`src/hw/rtl/hcmp_pkg.sv`:
```
// ----------------------------------------------------------------------------
// Handover control message parser package
// Shared types and codes for the parser front end, word queue and emitter.
// ----------------------------------------------------------------------------
`default_nettype none

package hcmp_pkg;

    localparam logic [7:0] STYLE_BYTE   = 8'd3;
    localparam logic [7:0] ACT_HANDOVER = 8'd1;
    localparam logic [7:0] ACT_COND     = 8'd2;
    localparam logic [7:0] ACT_DUAL     = 8'd3;

    localparam int QUEUE_DEPTH = 4;
    localparam int QUEUE_AW    = $clog2(QUEUE_DEPTH);

    typedef enum logic [3:0] {
        PH_STYLE,
        PH_ACTION,
        PH_ID_LEN,
        PH_ID_BYTES,
        PH_CELL_ID,
        PH_HO_TYPE,
        PH_HAS_SEC,
        PH_RECONF,
        PH_COUNT,
        PH_TRIG_LEN,
        PH_TRIG_BYTE,
        PH_HAS_TERM,
        PH_CAUSE,
        PH_DONE
    } t_phase;

    typedef enum logic [3:0] {
        K_ACTION      = 4'd0,
        K_ID_LEN      = 4'd1,
        K_ID_BYTE     = 4'd2,
        K_CELL_ID     = 4'd3,
        K_HO_TYPE     = 4'd4,
        K_HAS_SEC     = 4'd5,
        K_RECONF_ID   = 4'd6,
        K_CAND_COUNT  = 4'd7,
        K_TRIG_LEN    = 4'd8,
        K_TRIG_BYTE   = 4'd9,
        K_HAS_TERM    = 4'd10,
        K_CAUSE       = 4'd11,
        K_STATUS      = 4'd12
    } t_kind;

    typedef enum logic [1:0] {
        ST_ACCEPTED  = 2'd0,
        ST_TRUNCATED = 2'd1,
        ST_BAD_STYLE = 2'd2,
        ST_UNK_ACT   = 2'd3
    } t_status;

    typedef enum logic [1:0] {
        ROLE_PRIMARY   = 2'd0,
        ROLE_SECONDARY = 2'd1,
        ROLE_CANDIDATE = 2'd2
    } t_role;

    // One queue entry: the optional field and optional status caused by one word.
    typedef struct packed {
        logic        has_field;
        t_kind       kind;
        logic [63:0] value;
        t_role       role;
        logic [31:0] index;
        logic        has_status;
        t_status     status;
    } t_rec;

endpackage

`default_nettype wire

```
`src/hw/rtl/hcmp_front.sv`:
```
// ----------------------------------------------------------------------------
// Handover control message parser front end
// Holds the parse state, classifies each input word and builds a queue entry.
// ----------------------------------------------------------------------------
`default_nettype none

module hcmp_front
    import hcmp_pkg::*;
(
    input  wire logic       i_clk,
    input  wire logic       i_rst_n,
    input  wire logic       i_accept,
    input  wire logic [7:0] i_data_byte,
    input  wire logic       i_message_end,
    output logic            o_push,
    output t_rec            o_rec
);

    t_phase      r_phase,   n_phase;
    logic [2:0]  r_fbc,     n_fbc;
    logic [63:0] r_acc,     n_acc;
    logic [31:0] r_payrem,  n_payrem;
    logic [31:0] r_candrem, n_candrem;
    logic [31:0] r_candcnt, n_candcnt;
    logic [1:0]  r_action,  n_action;
    t_role       r_role,    n_role;
    logic [1:0]  r_err,     n_err;
    logic        r_done,    n_done;

    always_ff @(posedge i_clk) begin
        if (!i_rst_n) begin
            r_phase   <= PH_STYLE;
            r_fbc     <= '0;
            r_acc     <= '0;
            r_payrem  <= '0;
            r_candrem <= '0;
            r_candcnt <= '0;
            r_action  <= '0;
            r_role    <= ROLE_PRIMARY;
            r_err     <= '0;
            r_done    <= 1'b0;
        end else begin
            r_phase   <= n_phase;
            r_fbc     <= n_fbc;
            r_acc     <= n_acc;
            r_payrem  <= n_payrem;
            r_candrem <= n_candrem;
            r_candcnt <= n_candcnt;
            r_action  <= n_action;
            r_role    <= n_role;
            r_err     <= n_err;
            r_done    <= n_done;
        end
    end

    logic [63:0] acc_sh;
    logic [2:0]  fbc_inc;
    logic        shift_done;
    logic [31:0] candrem_dec;
    logic [31:0] payrem_dec;
    t_status     st;

    always_comb begin
        acc_sh = r_acc;
        acc_sh[{r_fbc, 3'b000} +: 8] = r_acc[{r_fbc, 3'b000} +: 8] | i_data_byte;
        fbc_inc     = r_fbc + 3'd1;
        candrem_dec = r_candrem - 32'd1;
        payrem_dec  = r_payrem - 32'd1;
        shift_done  = 1'b0;
        st          = ST_ACCEPTED;

        n_phase   = r_phase;
        n_fbc     = r_fbc;
        n_acc     = r_acc;
        n_payrem  = r_payrem;
        n_candrem = r_candrem;
        n_candcnt = r_candcnt;
        n_action  = r_action;
        n_role    = r_role;
        n_err     = r_err;
        n_done    = r_done;

        o_push           = 1'b0;
        o_rec.has_field  = 1'b0;
        o_rec.kind       = K_ACTION;
        o_rec.value      = {56'd0, i_data_byte};
        o_rec.role       = r_role;
        o_rec.index      = r_candcnt;
        o_rec.has_status = 1'b0;
        o_rec.status     = ST_ACCEPTED;

        case (r_phase)
            PH_ID_LEN:                shift_done = (r_fbc >= 3'd1);
            PH_RECONF, PH_COUNT,
            PH_TRIG_LEN:              shift_done = (r_fbc >= 3'd3);
            PH_CELL_ID:               shift_done = (r_fbc == 3'd7);
            default:                  shift_done = 1'b0;
        endcase

        if (i_accept && r_err == 2'd0 && !r_done) begin
            // Multi-byte fields gather little-endian until their last byte.
            if (r_phase == PH_ID_LEN || r_phase == PH_RECONF || r_phase == PH_COUNT ||
                r_phase == PH_TRIG_LEN || r_phase == PH_CELL_ID) begin
                if (shift_done) begin
                    n_acc       = '0;
                    n_fbc       = '0;
                    o_rec.value = acc_sh;
                end else begin
                    n_acc = acc_sh;
                    n_fbc = fbc_inc;
                end
            end

            case (r_phase)
                PH_STYLE: begin
                    if (i_data_byte != STYLE_BYTE) n_err = ST_BAD_STYLE;
                    else n_phase = PH_ACTION;
                end
                PH_ACTION: begin
                    o_rec.has_field = 1'b1;
                    o_rec.kind      = K_ACTION;
                    if (i_data_byte == ACT_HANDOVER || i_data_byte == ACT_DUAL) begin
                        n_action = i_data_byte[1:0];
                        n_role   = ROLE_PRIMARY;
                        n_phase  = PH_ID_LEN;
                    end else if (i_data_byte == ACT_COND) begin
                        n_action = i_data_byte[1:0];
                        n_phase  = PH_RECONF;
                    end else begin
                        n_err = ST_UNK_ACT;
                    end
                end
                PH_ID_LEN: begin
                    if (shift_done) begin
                        o_rec.has_field = 1'b1;
                        o_rec.kind      = K_ID_LEN;
                        n_payrem        = {16'd0, acc_sh[15:0]};
                        n_phase = (acc_sh[15:0] != 16'd0) ? PH_ID_BYTES : PH_CELL_ID;
                    end
                end
                PH_ID_BYTES: begin
                    o_rec.has_field = 1'b1;
                    o_rec.kind      = K_ID_BYTE;
                    n_payrem        = payrem_dec;
                    if (payrem_dec == 32'd0) n_phase = PH_CELL_ID;
                end
                PH_CELL_ID: begin
                    if (shift_done) begin
                        o_rec.has_field = 1'b1;
                        o_rec.kind      = K_CELL_ID;
                        if (r_action == ACT_HANDOVER[1:0]) begin
                            if (r_role == ROLE_PRIMARY) begin
                                n_phase = PH_HO_TYPE;
                            end else begin
                                n_done  = 1'b1;
                                n_phase = PH_DONE;
                            end
                        end else if (r_action == ACT_COND[1:0]) begin
                            n_phase = PH_TRIG_LEN;
                        end else begin
                            n_phase = PH_HAS_TERM;
                        end
                    end
                end
                PH_HO_TYPE: begin
                    o_rec.has_field = 1'b1;
                    o_rec.kind      = K_HO_TYPE;
                    n_phase         = PH_HAS_SEC;
                end
                PH_HAS_SEC: begin
                    o_rec.has_field = 1'b1;
                    o_rec.kind      = K_HAS_SEC;
                    if (i_data_byte != 8'd0) begin
                        n_role  = ROLE_SECONDARY;
                        n_phase = PH_ID_LEN;
                    end else begin
                        n_done  = 1'b1;
                        n_phase = PH_DONE;
                    end
                end
                PH_RECONF: begin
                    if (shift_done) begin
                        o_rec.has_field = 1'b1;
                        o_rec.kind      = K_RECONF_ID;
                        n_phase         = PH_COUNT;
                    end
                end
                PH_COUNT: begin
                    if (shift_done) begin
                        o_rec.has_field = 1'b1;
                        o_rec.kind      = K_CAND_COUNT;
                        n_candrem       = acc_sh[31:0];
                        n_candcnt       = '0;
                        if (acc_sh[31:0] == 32'd0) begin
                            n_done  = 1'b1;
                            n_phase = PH_DONE;
                        end else begin
                            n_role  = ROLE_CANDIDATE;
                            n_phase = PH_ID_LEN;
                        end
                    end
                end
                PH_TRIG_LEN, PH_TRIG_BYTE: begin
                    if (r_phase == PH_TRIG_BYTE || shift_done) begin
                        o_rec.has_field = 1'b1;
                        o_rec.kind = (r_phase == PH_TRIG_BYTE) ? K_TRIG_BYTE : K_TRIG_LEN;
                        n_payrem   = (r_phase == PH_TRIG_BYTE) ? payrem_dec : acc_sh[31:0];
                        if (r_phase == PH_TRIG_LEN && acc_sh[31:0] != 32'd0) begin
                            n_phase = PH_TRIG_BYTE;
                        end else if (r_phase == PH_TRIG_LEN || payrem_dec == 32'd0) begin
                            // End of this candidate's section.
                            n_candrem = candrem_dec;
                            if (candrem_dec == 32'd0) begin
                                n_done  = 1'b1;
                                n_phase = PH_DONE;
                            end else begin
                                n_candcnt = r_candcnt + 32'd1;
                                n_phase   = PH_ID_LEN;
                            end
                        end
                    end
                end
                PH_HAS_TERM: begin
                    o_rec.has_field = 1'b1;
                    o_rec.kind      = K_HAS_TERM;
                    if (i_data_byte != 8'd0) begin
                        n_phase = PH_CAUSE;
                    end else begin
                        n_done  = 1'b1;
                        n_phase = PH_DONE;
                    end
                end
                PH_CAUSE: begin
                    o_rec.has_field = 1'b1;
                    o_rec.kind      = K_CAUSE;
                    n_done          = 1'b1;
                    n_phase         = PH_DONE;
                end
                default: begin
                end
            endcase
        end

        if (n_err != 2'd0) st = t_status'(n_err);
        else if (n_done)   st = ST_ACCEPTED;
        else               st = ST_TRUNCATED;

        if (i_accept && i_message_end) begin
            o_rec.has_status = 1'b1;
            o_rec.status     = st;
            n_phase   = PH_STYLE;
            n_fbc     = '0;
            n_acc     = '0;
            n_payrem  = '0;
            n_candrem = '0;
            n_candcnt = '0;
            n_action  = '0;
            n_role    = ROLE_PRIMARY;
            n_err     = '0;
            n_done    = 1'b0;
        end

        o_push = i_accept && (o_rec.has_field || o_rec.has_status);
    end

endmodule

`default_nettype wire

```
`src/hw/rtl/hcmp_queue.sv`:
```
// ----------------------------------------------------------------------------
// Handover control message parser entry queue
// Small first-in first-out buffer between the parser and the result emitter.
// ----------------------------------------------------------------------------
`default_nettype none

module hcmp_queue
    import hcmp_pkg::*;
(
    input  wire logic i_clk,
    input  wire logic i_rst_n,
    input  wire logic i_push,
    input  wire t_rec i_rec,
    input  wire logic i_pop,
    output logic      o_full,
    output logic      o_empty,
    output t_rec      o_head
);

    t_rec                 r_mem [QUEUE_DEPTH];
    logic [QUEUE_AW-1:0]  r_wp, n_wp;
    logic [QUEUE_AW-1:0]  r_rp, n_rp;
    logic [QUEUE_AW:0]    r_cnt, n_cnt;

    always_ff @(posedge i_clk) begin
        if (i_push) begin
            r_mem[r_wp] <= i_rec;
        end
    end

    always_ff @(posedge i_clk) begin
        if (!i_rst_n) begin
            r_wp  <= '0;
            r_rp  <= '0;
            r_cnt <= '0;
        end else begin
            r_wp  <= n_wp;
            r_rp  <= n_rp;
            r_cnt <= n_cnt;
        end
    end

    always_comb begin
        n_wp  = i_push ? r_wp + 1'b1 : r_wp;
        n_rp  = i_pop  ? r_rp + 1'b1 : r_rp;
        n_cnt = r_cnt + (QUEUE_AW+1)'(i_push) - (QUEUE_AW+1)'(i_pop);
    end

    assign o_full  = (r_cnt == (QUEUE_AW+1)'(QUEUE_DEPTH));
    assign o_empty = (r_cnt == '0);
    assign o_head  = r_mem[r_rp];

endmodule

`default_nettype wire

```
`src/hw/rtl/hcmp_back.sv`:
```
// ----------------------------------------------------------------------------
// Handover control message parser result emitter
// Unpacks each queue entry into one or two result words on the output channel.
// ----------------------------------------------------------------------------
`default_nettype none

module hcmp_back
    import hcmp_pkg::*;
(
    input  wire logic         i_clk,
    input  wire logic         i_rst_n,
    input  wire logic         i_empty,
    input  wire t_rec         i_head,
    output logic              o_pop,
    output logic              o_valid,
    input  wire logic         i_ready,
    output logic [3:0]        o_field_kind,
    output logic [63:0]       o_field_value,
    output logic [1:0]        o_cell_role,
    output logic [31:0]       o_candidate_index,
    output logic [1:0]        o_status,
    output logic              o_last_result
);

    t_rec r_rec;
    logic r_have, n_have;
    logic r_sel,  n_sel;    // 0 shows the field, 1 shows the status
    logic finish;

    always_comb begin
        finish = r_have && i_ready && (r_sel || !r_rec.has_status);
        o_pop  = !i_empty && (!r_have || finish);
        n_have = r_have;
        n_sel  = r_sel;
        if (r_have && i_ready && !r_sel && r_rec.has_status) begin
            n_sel = 1'b1;
        end
        if (finish) begin
            n_have = 1'b0;
        end
        if (o_pop) begin
            n_have = 1'b1;
            n_sel  = !i_head.has_field;
        end
    end

    always_ff @(posedge i_clk) begin
        if (!i_rst_n) begin
            r_have <= 1'b0;
            r_sel  <= 1'b0;
        end else begin
            r_have <= n_have;
            r_sel  <= n_sel;
        end
    end

    always_ff @(posedge i_clk) begin
        if (o_pop) begin
            r_rec <= i_head;
        end
    end

    always_comb begin
        o_valid = r_have;
        if (r_sel) begin
            o_field_kind      = K_STATUS;
            o_field_value     = {62'd0, r_rec.status};
            o_cell_role       = ROLE_PRIMARY;
            o_candidate_index = '0;
            o_status          = r_rec.status;
            o_last_result     = 1'b1;
        end else begin
            o_field_kind      = r_rec.kind;
            o_field_value     = r_rec.value;
            o_cell_role       = r_rec.role;
            o_candidate_index = r_rec.index;
            o_status          = ST_ACCEPTED;
            o_last_result     = !r_rec.has_status;
        end
    end

endmodule

`default_nettype wire

```
`src/hw/rtl/handover_control_message_parser_unit.sv`:
```
// ----------------------------------------------------------------------------
// Handover control message parser unit
// Parses a byte stream of little-endian handover control messages into
// tagged field words and one status word per message.
// ----------------------------------------------------------------------------
//
//  Channel  Direction  Handshake           Payload
//  -------  ---------  ------------------  --------------------------------------
//  input    in         i_valid / o_ready   i_data_byte, i_message_end
//  output   out        o_valid / i_ready   o_field_kind, o_field_value,
//                                          o_cell_role, o_candidate_index,
//                                          o_status, o_last_result
//
// One input word is parsed in the cycle it is accepted; the parser can take a
// word every cycle while the queue has room. Each word yields at most two
// result words, which the emitter hands out one per cycle while i_ready is
// high, so throughput is limited by the output channel: one result word per
// cycle. A word's entry goes through a four-entry queue, then the emitter
// register; o_ready drops only when that queue is full. Synchronous active-low
// reset returns the parser to expecting a style byte with the queue empty.
// ----------------------------------------------------------------------------
`default_nettype none

module handover_control_message_parser_unit
    import hcmp_pkg::*;
(
    input  wire logic        i_clk,
    input  wire logic        i_rst_n,
    input  wire logic        i_valid,
    output logic             o_ready,
    input  wire logic [7:0]  i_data_byte,
    input  wire logic        i_message_end,
    output logic             o_valid,
    input  wire logic        i_ready,
    output logic [3:0]       o_field_kind,
    output logic [63:0]      o_field_value,
    output logic [1:0]       o_cell_role,
    output logic [31:0]      o_candidate_index,
    output logic [1:0]       o_status,
    output logic             o_last_result
);

    logic accept;
    logic push;
    logic pop;
    logic full;
    logic empty;
    t_rec rec;
    t_rec head;

    // A word is taken whenever the queue has room for its entry.
    assign o_ready = !full;
    assign accept  = i_valid && o_ready;

    hcmp_front u_front (
        .i_clk         (i_clk),
        .i_rst_n       (i_rst_n),
        .i_accept      (accept),
        .i_data_byte   (i_data_byte),
        .i_message_end (i_message_end),
        .o_push        (push),
        .o_rec         (rec)
    );

    hcmp_queue u_queue (
        .i_clk   (i_clk),
        .i_rst_n (i_rst_n),
        .i_push  (push),
        .i_rec   (rec),
        .i_pop   (pop),
        .o_full  (full),
        .o_empty (empty),
        .o_head  (head)
    );

    hcmp_back u_back (
        .i_clk             (i_clk),
        .i_rst_n           (i_rst_n),
        .i_empty           (empty),
        .i_head            (head),
        .o_pop             (pop),
        .o_valid           (o_valid),
        .i_ready           (i_ready),
        .o_field_kind      (o_field_kind),
        .o_field_value     (o_field_value),
        .o_cell_role       (o_cell_role),
        .o_candidate_index (o_candidate_index),
        .o_status          (o_status),
        .o_last_result     (o_last_result)
    );

endmodule

`default_nettype wire
```
`config.mk`:
```
export PLATFORM = sky130hd
export DESIGN_NAME = handover_control_message_parser_unit
export DESIGN_NICKNAME = d
export VERILOG_FILES = /design/src/hw/rtl/hcmp_pkg.sv /design/src/hw/rtl/hcmp_front.sv /design/src/hw/rtl/hcmp_queue.sv /design/src/hw/rtl/hcmp_back.sv /design/src/hw/rtl/handover_control_message_parser_unit.sv
export SDC_FILE = /design/constraint.sdc
export NUM_CORES = 1
export LEC_CHECK = 0
export BUFFER_PORTS_ARGS = -buffer_cell sky130_fd_sc_hd__buf_2
export CAP_MARGIN = 0
export CORE_UTILIZATION = 35
export CTS_CLUSTER_DIAMETER = 30
export DETAILED_ROUTE_END_ITERATION = 10
export GPL_TIMING_DRIVEN = 0
export HOLD_SLACK_MARGIN = 0.08
export PLACE_DENSITY = 0.48
export SETUP_SLACK_MARGIN = 0.2
export SYNTH_ARGS = -nofsm -noshare
export SYNTH_HDL_FRONTEND = slang
export SYNTH_HIERARCHICAL = 1
export SYNTH_SLANG_ARGS = --single-unit
```
`constraint.sdc`:
```
create_clock -name i_clk -period 13.16 [get_ports i_clk]
set_clock_uncertainty 0.05 [all_clocks]
set_input_delay 2.632 -clock i_clk [delete_from_list [all_inputs] [get_ports i_clk]]
set_output_delay 2.632 -clock i_clk [all_outputs]
set_load 0.005 [all_outputs]
```
After elaboration in Yosys (flattened, before gate mapping)
Memories as Yosys holds them, arrays and structs flattened. A register that Yosys moved wholly into a read port is not among the register bits.
Cells that the tools add are included.
- memories: 1
- register bits after elaboration: 288
- logic and storage cells: 220
- input bits: 13
- output and inout port bits: 107
- RAM bits: 424
- memory list (memory ; words ; bits a word ; rd ports ; clocked after Yosys merged registers in ; write ports ; RTL line ; source):
    u_queue.r_mem ; 4 ; 106 ; 1 ; 1 ; 1 ; hcmp_queue.sv:20 ; t_rec r_mem [QUEUE_DEPTH];
- shifts and indexed selects: 3
- $add $sub $neg: 9
- equal/unequal tests: 35
- $lt $le $gt $ge: 2
- multiplexer cells: 90
- bitwise logic cells: 2
- reductions and logical operators: 57
- operators with widths (kind ; count):
    $mux 32 ; 13
    $mux 64 ; 4
    $pmux 32 s2 ; 2
    $logic_not 32->1 ; 3
    $pmux 32 s3 ; 1
    $mux 69 ; 1
    $mux 4 ; 17
    $bwmux 64 ; 1
    $shift 8x8->64 const A ; 1
    $shiftx 64x7->8 ; 1
    $shiftx 8x8->64 ; 1
    $sub 32x1->32 const B ; 2
    $pmux 5 s11 ; 1
    $pmux 4 s12 ; 1
    $add 32x1->32 const B ; 1
    $mux 2 ; 16
    $reduce_bool 32->1 ; 1
    $mux 5 ; 5
    $mux 1 ; 21
    $eq 4x4->1 const B ; 5
    $ne 2x1->1 const B ; 9
    $eq 4x3->1 const B ; 4
    $eq 8x2->1 const B ; 2
    $reduce_bool 16->1 ; 1
    41 further kinds ; 84

Depth between registers and ports, before layout
Gate-level depths: netlist of the first run.
- depth after elaboration: 17
- gate-level depth with buffers: 20
- mapped depth without buffers: 12

Hierarchy
Netlist of the first run, hierarchy kept.
- by module, submodules not included (module ; cells each ; seq. area each (µm²) ; area an instance (µm²) ; times used):
    hcmp_queue ; 597 ; 12912.4 ; 15731.3 ; 1
    hcmp_front ; 1715 ; 3483.3 ; 11971.5 ; 1
    hcmp_back ; 234 ; 3193.1 ; 3990.1 ; 1
    handover_control_message_parser_unit ; 2 ; 0.0 ; 10.0 ; 1

Least setup slack after synthesis of the first run
No wires, ideal clock.
- path kind: in2reg
- from: input i_ready
- to: register u_queue.r_cnt[2]
- buffers on the path: 0
- required time: 13.046 ns
- slack: 3.766 ns
- setup time: 0.064 ns
- arrival time: 9.280 ns
- cell stages on the path: 9
- cells stage by stage: inv_1 o21ai_1 nor2b_1 ha_1 inv_1 ha_1 fa_1 xor3_1 nor2_1
- longest elaborated chain between the ends: 5
- ends and longest elaborated chain (element ; RTL line ; source):
    start: declaration ; handover_control_message_parser_unit.sv:34 ; input wire logic i_ready,
    $logic_and 1x1->1 (2 in a row) ; hcmp_back.sv:31 ; finish = r_have && i_ready && (r_sel || !r_rec.has_status);
    $logic_or 1x1->1 ; hcmp_back.sv:32 ; o_pop = !i_empty && (!r_have || finish);
    $logic_and 1x1->1 ; hcmp_back.sv:32 ;
    net pop ; handover_control_message_parser_unit.sv:45 ; logic pop;
    $sub 3x1->3 ; hcmp_queue.sv:46 ; n_cnt = r_cnt + (QUEUE_AW+1)'(i_push) - (QUEUE_AW+1)'(i_pop);
    end signal: assignment ; hcmp_queue.sv:39 ; r_cnt <= n_cnt;
    end: declaration ; hcmp_queue.sv:23 ; logic [QUEUE_AW:0] r_cnt, n_cnt;
The timed path passes the listed nets, and every way through them passes these cells.
A chain may end at the register's enable or synchronous reset.

Worst setup path after layout of the first run
- from: input i_data_byte[1]
- to: register u_front.r_candrem[17]
- longest elaborated chain between the ends: 7
- elaborated cells on any way between the ends: 9
- classes of those cells: eq/ne (1); shift (1); mux (3); bitwise (1); reduce/logical (3)
- ends and longest elaborated chain (element ; RTL line ; source):
    start: declaration ; handover_control_message_parser_unit.sv:31 ; input wire logic [7:0] i_data_byte,
    $or 8x8->8 (*) ; hcmp_front.sv:65 ; acc_sh[{r_fbc, 3'b000} +: 8] = r_acc[{r_fbc, 3'b000} +: 8] | i_data_byte;
    $shiftx 8x8->64 (*) ; hcmp_front.sv:65 ;
    $bwmux 64 (*) ; hcmp_front.sv:65 ;
    $reduce_bool 32->1 ; hcmp_front.sv:208 ; if (r_phase == PH_TRIG_LEN && acc_sh[31:0] != 32'd0) begin
    $logic_and 1x1->1 ; hcmp_front.sv:208 ;
    $ne 2x2->1 (no line) ; -- ;
    $reduce_and 6->1 (no line) ; -- ;
    end signal: assignment ; hcmp_front.sv:47 ; r_candrem <= n_candrem;
    end: declaration ; hcmp_front.sv:23 ; logic [31:0] r_candrem, n_candrem;
Every way passes the cells marked *; elsewhere a longest branch is shown, timed or not. The select of a mux whose other input is x is not followed.

==> results of run 1 <==
==> path summary, 6_finish.rpt <==
| kind | slack (ns) | end |
|---|---|---|
| max | 6.98 | u_front/r_candrem[17]$_SDFFE_PP0P_ |
| min | 0.41 | u_front/r_action[1]$_SDFFE_PP0P_ |
| max reg2reg | 7.11 | u_front/r_candrem[17]$_SDFFE_PP0P_ |
| min reg2reg | 0.41 | u_front/r_action[1]$_SDFFE_PP0P_ |
==> kinds of logic (layout without fill, tap and decap cells) <==
family                   count (synthesis)  after routing
AO/OA/AOI/OAI                          535            535
other                                    0              2
buffers and inverters                  213            661
multiplexers                           146            146
XOR/XNOR                                27             27
AND/OR/NAND/NOR                        892            892
adder cells (fa/ha/maj)                 21             21
flip-flops                             714            714
==> flip-flops by register name, summed over array words and instances, names as in the netlist, named ones only <==
signal / cells
u_queue/r_wp: 2
u_front/r_acc: 64
u_back/r_sel: 1
u_front/r_candrem: 32
u_back/r_rec: 105
u_front/r_phase: 4
u_front/r_fbc: 3
u_front/r_role: 2
u_back/o_valid: 1
u_front/r_action: 2
u_front/r_payrem: 32
u_front/r_err: 2
u_queue/r_mem: 424
u_front/r_candcnt: 32
u_queue/r_rp: 2
u_queue/r_cnt: 3
u_front/r_done: 1
==> cells in the mapped netlist, drive strengths merged (7+ instances only) <==
cell	n
nor3	61
nor3b	7
a22oi	38
nand3b	8
o221ai	7
nor4	36
ha	18
and4	7
mux4	108
or2	11
nor4b	8
nor2	324
or3	23
mux2i	32
nor2b	107
and3	17
o22ai	11
nand2	146
nand3	36
edfxtp	529
dfxtp	185
o211ai	20
a31oi	14
a211oi	34
a21oi	192
clkbuf	131
xnor2	16
o31ai	38
inv	33
buf	49
nand4	27
o21a	8
or4	36
o32ai	7
o21ai	114
and2	16
xor2	10
==> metrics by stage <==
step | setup TNS (ns) | power, uW | hold slack (ns) | util
floorplan | 0 | 3530 | 0.382 | -
global placement | -0.443 | 4050 | 0.393 | 0.376
detailed placement | 0 | 4040 | 0.405 | 0.379
CTS | 0 | 8410 | 0.411 | 0.446
global route | 0 | 8620 | 0.429 | 0.446
finish | 0 | 8280 | 0.413 | 0.446
==> power groups by stage <==
stage,clock network [uW],registers [uW],logic [uW]
2_1_floorplan,0,2840,690
3_3_place_gp,0,2900,1150
3_5_place_dp,0,2830,1210
4_1_cts,4400,2790,1220
6_report,4320,2780,1170
5_1_grt,4520,2800,1300
==> critical path: stages <==
cell and delay [ns]:
clkbuf_1 0.40, a21oi_2 0.31, o311a_1 0.42, a31oi_1 0.14, or4b_4 0.60, or3_1 0.37
clkbuf_1 0.16, a221oi_2 0.75, clkbuf_1 0.60, o211ai_1 0.18, a21oi_1 0.18
==> metal layers <==
metal  track usage  wire [um]
met5             0         25
met4        0.0769       2470
met3        0.0462       6350
met2         0.342      46500
met1         0.305      45300
==> final cells by class <==
class                           instances  area [um2]
Tap cell                             1176        1470
Timing Repair Buffer                  131         901
Buffer                                180         820
Inverter                               33         124
Multi-Input combinational cell       1621       11200
Clock buffer                          204        4450
Antenna cell                            2        5.00
Clock inverter                        113        1520
Sequential cell                       714       19600
Fill cell                            8207       49800
==> cell usage in the layout (no fill, tap or decap), types with 10 or more instances in the layout <==
cell type	synthesis	layout
a211oi_1	34	33
a21oi_1	187	187
a22oi_1	38	38
a31oi_1	14	14
and2_1	14	10
and3_1	17	17
buf_2	28	145
buf_4	8	10
bufinv_16	0	31
clkbuf_1	131	159
clkbuf_16	0	171
clkinv_1	0	13
clkinv_2	0	36
dfxtp_1	185	185
edfxtp_1	529	529
ha_1	18	18
inv_1	33	33
inv_6	0	15
mux2i_1	32	32
mux4_2	108	108
nand2_1	146	146
nand3_1	36	36
nand4_1	27	27
nor2_1	322	322
nor2b_1	106	105
nor3_1	60	60
nor4_1	34	33
o211ai_1	20	20
o21ai_0	109	106
o22ai_1	11	11
o31ai_1	38	38
or2_2	10	10
or3_1	23	23
or4_1	36	36
xnor2_1	16	16
xor2_1	10	10
==> results by group, run 1 <==
Global route
  – Initial antenna violation count: 5
  – Overall routing resource usage: 0.220
  – Gr ovfl total: 0
  – Maximum number of pins on one net before global-route repair: 51
  – Vias in the first global route: 22900
  – First-pass GRT wire length: 148000 um

Final layout
  – Non-filler cells, final: 4174
  – Share of cells above drive strength 1: 0.202
  – Design area: 0.0401 mm2
  – Nets@finish: 2883
  – Area grow syn2layout: 26.4%

Clock network
  – Number of buffers created by CTS: 170
  – CTS hold repair buffers: 0
  – CTS H-tree lvls: 4
  – Setup Buffers After CTS: 0
  – CTS tree: done
  – Worst-skew pair later-pin latency: 0.74 ns
  – TritonCTS Sinks: 714
  – CTS clock-pin slew for the worst setup and hold paths: 0.04 ns
  – CTS-repair resized insts: 0
  – Clock Tree Buf Depth: 3
  – CTS root buf: clkbuf_16

Floorplan
  – Area of the core: 0.0899 mm2
  – I/O pin count: 120
  – Die width: 303 um
  – Die Area: 0.0918 mm2
  – Die Span Y: 303 um
  – Initial core utilization: 0.353
  – Row cnt: 110

Power
  – Pleak: 0.0139 uW
  – Clk pwr share: 0.522
  – Sw Ratio: 0.243
  – PwrDens: 207 mW/mm2
  – Comb power frac: 0.142
  – Internal: 6270 uW
  – P_sw: 2010 uW
  – Worst vdd ir: 0.128 mV
  – Sequential Power Share: 0.336

STA
  – Fmax: 0.162 GHz
  – Rel. slew slack: 0.0662
  – Fin crit share: 0.470
  – Final setup viols: 0
  – RSZ-0062 raised after global routing: false
  – Slew Limit Fails: 0
  – Final hold vios: 0
  – Minimum clock period: 6.18 ns
  – Least-Margin Pin Slew: 1.40 ns
  – Fin worst setup slack: 6.98 ns

Logic synthesis
  – Mux share of post-synthesis cell area: 0.0892
  – Post-synth EDFFs: 529
  – Synth Area in Adders: 0.00837
  – Synth area leaders: edfxtp_1, dfxtp_1, mux4_2
  – FFs w/ async S/R, synth: 0
  – Mapped Nets: 2580
  – Main synth FF type: edfxtp_1
  – Post-synth top area cell: edfxtp_1
  – Synth top area share: 0.501
  – FF+latch count, synth: 714
  – Synth Warn #: 6
  – Synth Area in Compound Gates: 0.105
  – Post-Synth Simple-Gate Area: 0.141
  – Largest family of logic cells by synthesized area: simple AND/OR/NAND/NOR gates
  – Mapped Area: 0.0317 mm2
  – Syn Area/Cell: 12.4 um2
  – Cells after synthesis: 2548
  – Library cells used by synthesis: 95
  – Sequential area share after synthesis: 0.618
  – Post-Synth XOR/XNOR Area: 0.00793

Status
  – Outcome: finished, final reports clean

Flow run
  – Max-Cap Viols: 0

Place
  – Hpwl dp: 69700 um
  – Dpl cells: 3854
  – Pre-CTS setup slack: 6.31 ns
  – Placed inst area: 0.0341 mm2
  – Port Buffers: 117
  – RD Place Congestion: 0.928

Hold path
  – Hold_sp: u_front/r_action[1]$_SDFFE_PP0P_
  – Cells on Worst Hold Path: 2
  – Hold Path Class: flop to flop

Routing
  – Initial DRC count: 2025
  – DR pass1 iterations: 6
  – Routed Wire Length: 101000 um
  – Routed len/inst: 24.1 um
  – Via count: 23100
  – DRC errors left: 0
  – Via density: 5.54
  – Routed Antenna Nets: 0

Critical path
  – Worst r2r path cells: 17
  – CP Data Required Time: 13.75 ns
  – Critical Path Source Type: primary input
  – Reg-to-Reg Start: u_front/r_fbc[1]$_SDFFE_PP0P_
  – CP max FO: 10
  – Crit path kind: primary input to flop
  – Crit path DAT: 6.77 ns
  – CP startpoint: i_data_byte[1]
  – Endpoint class of the critical path: flop
(Power assumes the default switching activity.)
==> inputs of run 2 (changes only) <==
Settings changed: PLACE_DENSITY 0.48 to 0.5.
Clock period 13.16 ns to 5.6 ns, I/O delays scaled along.
==> results by group, run 2 (synthesis results as in run 1) <==
Status
  – Outcome: finished with violations
  – Failing checks: capacitance limit, slew limit

Power
  – Total Power: 19300 uW (+130%)
  – Worst vdd ir: 0.305 mV (+140%)
  – PwrDens: 482 mW/mm2 (+130%)
  – Pleak: 0.0138 uW (-0.57%)

Final layout
  – Biggest register: u_queue/r_mem
  – Core Util, Final: 0.446 (unchanged)
  – Share of cells above drive strength 1: 0.203 (+0.00141)
  – Biggest regs: u_queue/r_mem (424), u_back/r_rec (105), u_front/r_acc (64)
  – Non-filler cells, final: 4170 (-0.096%)
  – Nets@finish: 2881 (-0.069%)
  – Area grow syn2layout: 26.4% (unchanged)
  – Largest register FFs: 424 (unchanged)
  – Commonest cells after routing, fill and taps aside: edfxtp_1, nor2_1, a21oi_1
  – Most common cell after layout, fill and taps aside: edfxtp_1

Floorplan
  – Die Area: 0.0918 mm2 (unchanged)
  – Die Span Y: 303 um (unchanged)
  – Area of the core: 0.0899 mm2 (unchanged)
  – Die width: 303 um (unchanged)
  – I/O pin count: 120 (unchanged)
  – Row cnt: 110 (unchanged)
  – Initial core utilization: 0.353 (unchanged)

STA
  – Slew Limit Fails: 6 (+6)
  – Final setup viols: 0 (unchanged)
  – Rel. slew slack: -0.0430 (-0.109)
  – Least-Margin Pin Slew: 1.55 ns (+0.151 ns)
  – Minimum clock period: 5.19 ns
  – RSZ-0062 raised after global routing: false
  – Fin crit share: 0.928
  – Fmax: 0.193 GHz
  – Final hold vios: 0 (unchanged)

Routing
  – Via density: 5.56 (+0.37%)
  – Top sig layer: met5
  – Routed len/inst: 24.0 um (-0.60%)
  – Initial DRC count: 2198 (+8.5%)
  – Metal1 wirelength: 44400 um (-2.1%)
  – Via count: 23200 (+0.28%)
  – Routed Wire Length: 99900 um (-0.69%)
  – WL met2: 45900 um (-1.2%)
  – Met3 Wirelength: 6950 um (+9.5%)
  – DR pass1 iterations: 9 (+3)
  – DRC errors left: 0 (unchanged)
  – Routed Antenna Nets: 0 (unchanged)

Global route
  – First-pass GRT wire length: 146000 um (-1.4%)
  – Initial antenna violation count: 7 (+2)
  – Overall routing resource usage: 0.217 (-0.00323)
  – Vias in the first global route: 23000 (+0.28%)
  – Maximum number of pins on one net before global-route repair: 51 (unchanged)
  – Gr ovfl total: 0 (unchanged)

Clock network
  – TritonCTS Sinks: 714 (unchanged)
  – CTS H-tree lvls: 4 (unchanged)
  – CTS root buf: clkbuf_16
  – Number of buffers created by CTS: 167 (-1.8%)
  – Worst-skew pair later-pin latency: 0.76 ns (+0.02 ns)
  – CTS hold repair buffers: 0 (unchanged)
  – CTS clock-pin slew for the worst setup and hold paths: 0.04 ns (about the same)
  – Clock Tree Buf Depth: 3 (unchanged)
  – CTS tree: done

Critical path
  – Worst r2r path cells: 19 (+2)
  – CP max FO: 10 (unchanged)
  – Critical Path Source Type: flop
  – Endpoint class of the critical path: flop
  – CP Data Required Time: 6.13 ns (-7.62 ns)
  – Crit path DAT: 5.72 ns (-1.05 ns)
  – Crit path kind: flop to flop

Place
  – Hpwl dp: 69000 um (-1.0%)
  – RD Place Congestion: 0.956 (+3.0%)
  – Dpl cells: 3853 (-0.026%)
  – Port Buffers: 117 (unchanged)

Hold path
  – Hold Path Class: flop to flop
  – Cells on Worst Hold Path: 2 (unchanged)

Flow run
  – Max-Cap Viols: 1 (+1)
==> run 2: area by class of cell <==
class                           instances  area, um2
Antenna cell                            4       10.0
Buffer                                179        831
Clock buffer                          201       4410
Clock inverter                        109       1520
Fill cell                            8132      49800
Inverter                               33        124
Multi-Input combinational cell       1621      11200
Sequential cell                       714      19600
Tap cell                             1176       1470
Timing Repair Buffer                  133        903
==> run 2: what timing repair did <==
action,in CTS,in global routing
gates resized for setup,5,12
buffers inserted,1,3
endpoints found under the setup margin,64,63
pin swaps,0,2
cloned,0,0
==> run 2: layer usage <==
layer  up-vias  global-route usage
met5         -                   0
met2       926               0.336
li1      10400                   -
met1     11600               0.296
met3       196              0.0501
met4         8              0.0820
==> run 2: path summary, 6_finish.rpt <==
| path | start | end | slack (ns) |
|---|---|---|---|
| hold reg to reg | u_front/r_action[1]$_SDFFE_PP0P_ | u_front/r_action[1]$_SDFFE_PP0P_ | 0.41 |
| setup reg to reg | u_front/r_fbc[0]$_SDFFE_PP0P_ | u_front/r_candrem[9]$_SDFFE_PP0P_ | 0.41 |
| hold / removal | u_front/r_action[1]$_SDFFE_PP0P_ | u_front/r_action[1]$_SDFFE_PP0P_ | 0.41 |
| setup / recovery | u_front/r_fbc[0]$_SDFFE_PP0P_ | u_front/r_candrem[9]$_SDFFE_PP0P_ | 0.41 |
==> run 2: critical path, stage by stage (launching register included) <==
cell	delay, ns
dfxtp_2	0.38
buf_6	0.16
buf_6	0.18
inv_1	0.11
ha_1	0.22
ha_1	0.26
clkbuf_2	0.21
nor2_2	0.17
nand4_1	0.17
or3_1	0.39
a21oi_1	0.16
or4b_4	0.54
or3_1	0.36
clkbuf_1	0.19
a221o_1	0.47
buf_2	0.21
buf_2	0.22
clkbuf_4	0.25
o211ai_1	0.20
o31ai_1	0.10
==> run 2: report_power, final <==
part	internal (uW)	leakage (uW)	switching, uW
Combinational	1230	0.00438	1510
Sequential	6410	0.00662	130
Clock	6880	0.00283	3150
==> run 2: stage by stage <==
| stage | instance area, um2 | setup TNS, ns | setup WS [ns] | hold slack [ns] |
|---|---|---|---|---|
| 2_1_floorplan | 31700 | 0 | 1.08 | 0.382 |
| 3_3_place_gp | 33800 | -407.92 | -0.964 | 0.400 |
| 3_5_place_dp | 34100 | -9.75 | -0.462 | 0.403 |
| 4_1_cts | 40000 | 0 | 0.271 | 0.409 |
| 5_1_grt | 40100 | 0 | 0.218 | 0.416 |
| 6_report | 40100 | 0 | 0.405 | 0.408 |
